--- config.mk ---
export PLATFORM = sky130hd
export DESIGN_NAME = power_hold_sequencer_top
export DESIGN_NICKNAME = d
export VERILOG_FILES = /design/src/hw/rtl/phs_pkg.sv /design/src/hw/rtl/phs_step.sv /design/src/hw/rtl/power_hold_sequencer_top.sv
export VERILOG_INCLUDE_DIRS = /design/src /design/src/hw/rtl
export SDC_FILE = /design/constraint.sdc
export NUM_CORES = 1
export LEC_CHECK = 0
export BUFFER_PORTS_ARGS = -buffer_cell sky130_fd_sc_hd__buf_4
export CORE_MARGIN = 2
export CORE_UTILIZATION = 43
export DETAILED_ROUTE_END_ITERATION = 7
export SYNTH_ARGS = -nofsm -noshare
export SYNTH_HDL_FRONTEND = slang
export SYNTH_SLANG_ARGS = --single-unit
--- constraint.sdc ---
create_clock -name clk_i -period 11.1 [get_ports clk_i]
set_input_delay 1.11 -clock clk_i [delete_from_list [all_inputs] [get_ports clk_i]]
set_output_delay 1.11 -clock clk_i [all_outputs]
set_load 0.005 [all_outputs]
--- src/hw/rtl/power_hold_sequencer_top_assert.svh ---
`ifndef POWER_HOLD_SEQUENCER_TOP_ASSERT_SVH
`define POWER_HOLD_SEQUENCER_TOP_ASSERT_SVH

// same-cycle implication, checked outside reset
`define PHS_ASSERT_NOW(label, ante, cons, msg) \
  label: assert property (@(posedge clk_i) disable iff (!rst_ni) (ante) |-> (cons)) \
    else $error(msg);

// next-cycle implication, checked outside reset
`define PHS_ASSERT_NEXT(label, ante, cons, msg) \
  label: assert property (@(posedge clk_i) disable iff (!rst_ni) (ante) |=> (cons)) \
    else $error(msg);

`endif

--- src/hw/rtl/phs_pkg.sv ---
package phs_pkg;

  localparam int unsigned TimeW = 32;
  localparam int unsigned CfgIdxW = 2;
  localparam int unsigned InDataW = 40;
  localparam int unsigned OutDataW = 8;

  typedef enum logic [1:0] {
    PH_ON       = 2'd0,
    PH_WAITING  = 2'd1,
    PH_SHUTTING = 2'd2,
    PH_OFF      = 2'd3
  } phase_e;

  typedef enum logic [CfgIdxW-1:0] {
    REG_WAIT_TIMEOUT     = 2'd0,
    REG_SHUTDOWN_TIMEOUT = 2'd1,
    REG_RESTART_TIMEOUT  = 2'd2
  } reg_idx_e;

  typedef struct packed {
    logic [TimeW-1:0] wait_ms;
    logic [TimeW-1:0] shutdown_ms;
    logic [TimeW-1:0] restart_ms;
  } timeouts_t;

  typedef struct packed {
    phase_e phase;
    logic   load_stamp;
  } step_t;

endpackage

--- src/hw/rtl/phs_step.sv ---
module phs_step (
  input  phs_pkg::phase_e                 phase_i,
  input  logic [phs_pkg::TimeW-1:0]       now_ms_i,
  input  logic                            key_present_i,
  input  logic [phs_pkg::TimeW-1:0]       stamp_i,
  input  phs_pkg::timeouts_t              timeouts_i,
  output phs_pkg::step_t                  step_o
);
  import phs_pkg::*;

  logic [TimeW-1:0] timeout;
  logic [TimeW-1:0] limit;
  logic             expired;

  // one shared stamp: only the timeout of the current phase matters
  always_comb begin
    unique case (phase_i)
      PH_WAITING:  timeout = timeouts_i.wait_ms;
      PH_SHUTTING: timeout = timeouts_i.shutdown_ms;
      default:     timeout = timeouts_i.restart_ms;
    endcase
  end

  // sum wraps mod 2^32 before the compare
  assign limit   = stamp_i + timeout;
  assign expired = now_ms_i > limit;

  always_comb begin
    step_o.phase      = phase_i;
    step_o.load_stamp = 1'b0;
    unique case (phase_i)
      PH_ON: begin
        if (!key_present_i) begin
          step_o.phase      = PH_WAITING;
          step_o.load_stamp = 1'b1;
        end
      end
      PH_WAITING: begin
        priority if (key_present_i) begin
          step_o.phase = PH_ON;
        end else if (expired) begin
          step_o.phase      = PH_SHUTTING;
          step_o.load_stamp = 1'b1;
        end else begin
          // still waiting
          step_o.phase = PH_WAITING;
        end
      end
      PH_SHUTTING: begin
        if (expired) begin
          step_o.phase      = PH_OFF;
          step_o.load_stamp = 1'b1;
        end
      end
      PH_OFF: begin
        if (expired && key_present_i) begin
          step_o.phase = PH_ON;
        end
      end
      default: ;
    endcase
  end

endmodule

--- src/hw/rtl/power_hold_sequencer_top.sv ---
// A word passes the input register, then the result register, to the master side.
// One word moves per cycle while the master side takes results; each register
// holds one word, and the path between them is one 32-bit add and compare. Reset
// (rst_ni low, asynchronous): phase returns to on, timeouts clear to zero, both
// stages empty. The stamp is not reset; waiting, shutting, off load it on entry.
`include "power_hold_sequencer_top_assert.svh"

module power_hold_sequencer_top (
  input  logic                             clk_i,
  input  logic                             rst_ni,
  // config write port
  input  logic                             cfg_we_i,
  input  logic [phs_pkg::CfgIdxW-1:0]      cfg_idx_i,
  input  logic [phs_pkg::TimeW-1:0]        cfg_data_i,
  // input stream
  input  logic                             s_axis_tvalid,
  output logic                             s_axis_tready,
  input  logic [phs_pkg::InDataW-1:0]      s_axis_tdata,  // [31:0] now_ms, [32] key_present
  // result stream
  output logic                             m_axis_tvalid,
  input  logic                             m_axis_tready,
  output logic [phs_pkg::OutDataW-1:0]     m_axis_tdata   // [0] keep_power, [2:1] phase
);
  import phs_pkg::*;

  timeouts_t        timeouts_q;
  phase_e           phase_q;
  logic [TimeW-1:0] stamp_q;

  logic             in_valid_q;
  logic [TimeW-1:0] now_q;
  logic             key_q;

  logic             out_valid_q;
  logic             keep_power_q;
  phase_e           out_phase_q;

  logic             advance;
  step_t            step;

  // the input stage moves on whenever the result register is free or draining
  assign advance       = !out_valid_q || m_axis_tready;
  assign s_axis_tready = !in_valid_q || advance;

  phs_step u_step (
    .phase_i       (phase_q),
    .now_ms_i      (now_q),
    .key_present_i (key_q),
    .stamp_i       (stamp_q),
    .timeouts_i    (timeouts_q),
    .step_o        (step)
  );

  always_ff @(posedge clk_i or negedge rst_ni) begin
    if (!rst_ni) begin
      timeouts_q <= '0;
    end else if (cfg_we_i) begin
      unique case (cfg_idx_i)
        REG_WAIT_TIMEOUT:     timeouts_q.wait_ms     <= cfg_data_i;
        REG_SHUTDOWN_TIMEOUT: timeouts_q.shutdown_ms <= cfg_data_i;
        REG_RESTART_TIMEOUT:  timeouts_q.restart_ms  <= cfg_data_i;
        default: ;
      endcase
    end
  end

  always_ff @(posedge clk_i or negedge rst_ni) begin
    if (!rst_ni) begin
      in_valid_q  <= 1'b0;
      out_valid_q <= 1'b0;
      phase_q     <= PH_ON;
    end else begin
      if (s_axis_tready) begin
        in_valid_q <= s_axis_tvalid;
      end
      if (advance) begin
        out_valid_q <= in_valid_q;
      end
      if (advance && in_valid_q) begin
        phase_q <= step.phase;
      end
    end
  end

  always_ff @(posedge clk_i) begin
    if (s_axis_tready && s_axis_tvalid) begin
      now_q <= s_axis_tdata[TimeW-1:0];
      key_q <= s_axis_tdata[TimeW];
    end
    if (advance && in_valid_q) begin
      keep_power_q <= step.phase != PH_OFF;
      out_phase_q  <= step.phase;
      if (step.load_stamp) begin
        stamp_q <= now_q;
      end
    end
  end

  assign m_axis_tvalid = out_valid_q;
  assign m_axis_tdata  = {{(OutDataW - 3){1'b0}}, out_phase_q, keep_power_q};

  `PHS_ASSERT_NOW(a_keep_power_matches_phase, out_valid_q,
    keep_power_q == (out_phase_q != PH_OFF), "keep_power disagrees with phase")
  `PHS_ASSERT_NEXT(a_stage_moves, advance && in_valid_q,
    out_valid_q && (out_phase_q == phase_q), "result does not follow the processed word")
  `PHS_ASSERT_NEXT(a_on_exits_to_waiting, phase_q == PH_ON,
    phase_q == PH_ON || phase_q == PH_WAITING, "on phase left other than to waiting")
  `PHS_ASSERT_NEXT(a_shutting_exits_to_off, phase_q == PH_SHUTTING,
    phase_q == PH_SHUTTING || phase_q == PH_OFF, "shutting phase left other than to off")

endmodule

Yosys cells after proc, flatten, opt, wreduce, memory -nomap -nowiden. Index checks and enable logic that the tools add are counted.

Output and inout bits: 10. Register bits: 168. Logic and storage cells: 42. Input bits: 79.

Equality and inequality tests: 6. Order comparisons: 1. Mux-type cells: 10. Add/sub/neg operators: 1. Reductions and logical operators: 13.

Operators with widths (count): $pmux W32 S2 (1); $add A32 B32 Y32 (1); $gt A32 B32 Y1 (1); $pmux W2 S4 (1); $reduce_and A2 Y1 (4); $eq A2 B2 Y1 const B (3); $mux W2 (3); $mux W3 (2); $eq A2 B1 Y1 const B (2); $logic_not A2 Y1 (2); $logic_and A1 B1 Y1 (3); $pmux W1 S3 (1); $logic_not A1 Y1 (2); $logic_or A1 B1 Y1 (2); $mux W1 (2); $ne A2 B2 Y1 const B (1).

Depth between registers and ports, before layout.
Depth in word-level cells: 8. Mapped depth: 25. Gate-level depth less buffers: 23.

By module. Synthesis repeated with hierarchy kept, for this count alone.

Cells, all modules: 756. Area total of the unflattened synthesis: 9113.7 µm².

Modules (own cells, without submodules): power_hold_sequencer_top (instances 1, seq. area each 4544.4 µm², cells an instance 294, area each 5889.4 µm²); phs_step (instances 1, seq. area each 0.0 µm², cells an instance 462, area each 3224.3 µm²).

Least setup slack after synthesis. OpenSTA, ideal clock, no wires.

Path kind: register to register. Start: register phase_q[0]. End: register stamp_q[0], enable pin. Period minus slack after synthesis: 7.719 ns. Arrival time: 7.249 ns. Setup slack: 3.381 ns. Library setup time: 0.470 ns. Required time: 10.630 ns. Cell stages (with the launch flop): 25. Buffers on the path: 2. Cell sequence: dfrtp_1 -> inv_1 -> ha_1 -> clkbuf_1 -> clkbuf_1 -> a21oi_1 -> ha_1 -> fa_1 -> a211o_1 -> a21oi_1 -> o211ai_1 -> a31o_2 -> a21o_1 -> a211o_1 -> and3_1 -> a311oi_1 -> ha_1 -> nand4_1 -> nor3_1 -> inv_1 -> a211oi_1 -> o31ai_1 -> nand2_1 -> nand2_1 -> a211oi_1.

Word-level cells in the longest chain between the ends: 8. Elaborated cells between the ends (all ways): 11. Classes of those cells: add/sub (1); order compare (1); eq/ne (2); mux (5); reduce/logical (2).

RTL lines: start, declared (RTL line power_hold_sequencer_top.sv:27) `phase_e phase_q;`; start signal, assigned (RTL line power_hold_sequencer_top.sv:80) `phase_q <= step.phase;`; $eq A2 B2 Y1 / $eq A2 B1 Y1 (equally long branches) (RTL line phs_step.sv:17, phs_step.sv:31); $pmux W32 S2 (RTL line phs_step.sv:17) `unique case (phase_i)`; $add A32 B32 Y32 (RTL line phs_step.sv:25) `assign limit = stamp_i + timeout;`; $gt A32 B32 Y1 (RTL line phs_step.sv:26) `assign expired = now_ms_i > limit;`; $mux W1 (RTL line phs_step.sv:41) `end else if (expired) begin`; $mux W1 (RTL line phs_step.sv:39) `priority if (key_present_i) begin`; $pmux W1 S3 * (RTL line phs_step.sv:31) `unique case (phase_i)`; $reduce_and A2 Y1 (no source line) *; end signal, assigned (RTL line power_hold_sequencer_top.sv:94) `stamp_q <= now_q;`; end, declared (RTL line power_hold_sequencer_top.sv:28) `logic [TimeW-1:0] stamp_q;`.

Mark *: on every way between the ends. The rest lies on a longest branch, timed or not. A chain may end at the register's enable or synchronous reset.

Final worst setup path.
Start: register phase_q[0]. End: register stamp_q[27], enable pin.

Same word-level chain as after synthesis.

==> results.txt <==
most frequent cells in the layout - dfrtp_1 (100), mux2_2 (96), buf_4 (83)
Most used DFF post-synth - dfrtp_1
Worst R2R Start - phase_q[0]
Startpoint Class - flop
first-pass GRT wire length - 32,200 µm
setup bufs post-CTS - 0
post-synthesis sequential area ratio - 0.515
vias per inst - 5.57
clock sink total - 168
CTS root buffer - clkbuf_16
Max FO, Critical Path - 64
# nets final - 946
row cnt - 52
P&R area growth vs syn - 16.7%
DPL Wire Length - 14,100 µm
ys async rst share - 0.595
RSZ-0062 raised after global routing - no
die area - 0.0217 mm²
GPL Wtd Cong - 0.851
r2r setup slk - 3.79 ns
initial core utilization - 0.438
Antenna diodes - 0
pre-CTS setup slack - 3.84 ns
status - completed
layout cells sized above 1 - 0.280
Slew @ Worst Pin - 0.940 ns
post_cts resized - 0
Buf/Inv on CP - 4
Tot Pwr - 3.59 mW
Finished Layout Cells - 1,081
Setup crit start - phase_q[0]
Fin. Hold Viols - 0
Worst R2R End - stamp_q[27]
clock insertion delay at the later pin of the skew report - 0.43 ns
clk slew on worst S/H paths - 0.06 ns
Synth Cell Area - 0.00883 mm²
Area contributors post-synth - dfrtp_1 (28%), edfxtp_1 (23%), mux2_2 (12%)
CP peak stage delay - 0.69 ns
Min Clock Period, post-route - 7.31 ns
IO Count - 89
Cell Chain, Critical Path - inv_1 -> ha_2 -> buf_4 -> a21oi_1 -> ha_1 -> fa_1 -> a211o_1 -> a21oi_1 -> o211ai_1 -> a31o_2 -> a21o_1 -> a211o_1 -> and3_1 -> a311oi_1 -> ha_1 -> nand4_1 -> nor3_1 -> inv_1 -> a211oi_1 -> o31ai_1 -> nand2_1 -> nand2_1 -> a211oi_4 -> buf_4
worst setup path end - stamp_q[27]
total CTS buffers - 17
pwr/cell area - 348 mW/mm²
Seq cells post-synth - 168
Yosys cell types - 61
core box area - 0.0202 mm²
placed cell count - 1,049
final setup vio count - 0
GRT overflow - 0
Cells after Synth - 724
cell depth of the worst flop-to-flop path - 24
Avg Cell Area, Syn - 12.2 µm²
fmax - 137 MHz
Hold Crit Class - flop to flop
H-tree depth - 4
Crit path depth - 24
Crit. End Element - flop
Crit path max-delay family - compound AO/OA/AOI/OAI gates
initial antenna violation count - 0
commonest non-fill, non-tap cell in the layout - dfrtp_1
WL final - 19,900 µm
vias in the first global route - 6,294
Hold Path Origin - now_q[0]
die height - 147 µm
clock buffer depth - 2
GRT Total Usage - 0.190
Pleak - 4.33 nW
CP max-delay cell - a211oi_4
worst setup margin - 3.79 ns
largest area contributor in the netlist - dfrtp_1
EDFF count, synth - 68
WS Path Type - flop to flop
final worst path period share - 0.658
Max-slew headroom - 0.374
Syn. warnings - 0
Slew Limit Fails - 0
drt first-iter violations - 315
# port buffers - 76
max-cap viol count - 0
Die W - 147 µm
clock skew - 0.0104 ns
DR vias - 6,022
First-pass DRT Iterations - 4
hold buffers post-CTS - 0
CTS tree - yes
share of the synthesized area in the top cell type - 0.283
WL/cell - 18.4 µm
Detail Route Antenna Nets - 0
Worst VDD drop - 0.000144 V
sum of negative setup slack - 0 ns
hold_ws - 0.452 ns
DR DRC count - 0
Worst EP arrival - 7.41 ns
largest net degree at the start of global routing - 76
Required @ worst endpoint - 11.20 ns
## stage by stage
step / instance area, µm² / util
3_5_place_dp: 9680 / 0.480
2_1_floorplan: 8850 / -
6_report: 10300 / 0.511
4_1_cts: 10300 / 0.511
3_3_place_gp: 9680 / 0.480
5_1_grt: 10300 / 0.511
## cell usage after synthesis (9+ instances only)
master and count:
dfrtp_1 100, mux2_2 96, a21oi_1 72, edfxtp_1 68, ha_1 68, nor2_1 40, a22oi_1 32, clkbuf_1 23
nand2_1 23, a21o_1 21, o21ai_0 16, xnor2_1 15, xor2_1 15, inv_1 14, nand4_1 9
## power by group
group / switching (mW) / leakage, nW / internal (mW)
Clock: 0.246 / 0.302 / 0.378
Combinational: 1.24 / 2.20 / 0.907
Sequential: 0.0536 / 1.82 / 0.763
## routing by layer
layer  vias to the layer above  share of wire  track usage
li1                       2871              -            -
met1                      2985           0.48        0.256
met2                       147           0.47        0.307
met3                        19          0.042       0.0453
met4                         0          0.014       0.0601
met5                         -              0            0
## kinds of logic after synthesis
family                   count (synthesis)  synth area share
AO/OA/AOI/OAI                          196             0.145
XOR/XNOR                                30            0.0298
adder cells (fa/ha/maj)                 69            0.0986
buffers and inverters                   46            0.0229
flip-flops                             168             0.515
multiplexers                            96             0.122
other                                    1          0.000425
AND/OR/NAND/NOR                        118            0.0662
## state kept, by name, indices dropped and copies added, names as in the netlist
signal / flops
phase_q: 2
stamp_q: 32
key_q: 1
out_phase_q: 2
m_axis_tvalid: 1
now_q: 32
timeouts_q: 96
in_valid_q: 1
keep_power_q: 1
## area by class of cell
| type | count | area (µm²) |
|---|---|---|
| clock inverters | 14 | 194 |
| inverters | 14 | 52.6 |
| fillers | 1726 | 9860 |
| flip-flops and latches | 168 | 4540 |
| repair buffers | 83 | 623 |
| clock buffers | 18 | 429 |
| multi-input cells | 514 | 4130 |
| well taps | 270 | 338 |
## how the worst min path moves through the flow
stage               slack (ns)  cells past startpoint    endpoint
floorplan                 0.43                      0  stamp_q[0]
global placement          0.44                      0  stamp_q[0]
detailed placement        0.44                      0  stamp_q[0]
CTS                       0.45                      0  stamp_q[0]
global route              0.47                      0  stamp_q[0]
finish                    0.45                      0  stamp_q[0]
No activity file was read; power rests on OpenSTA's default activity.
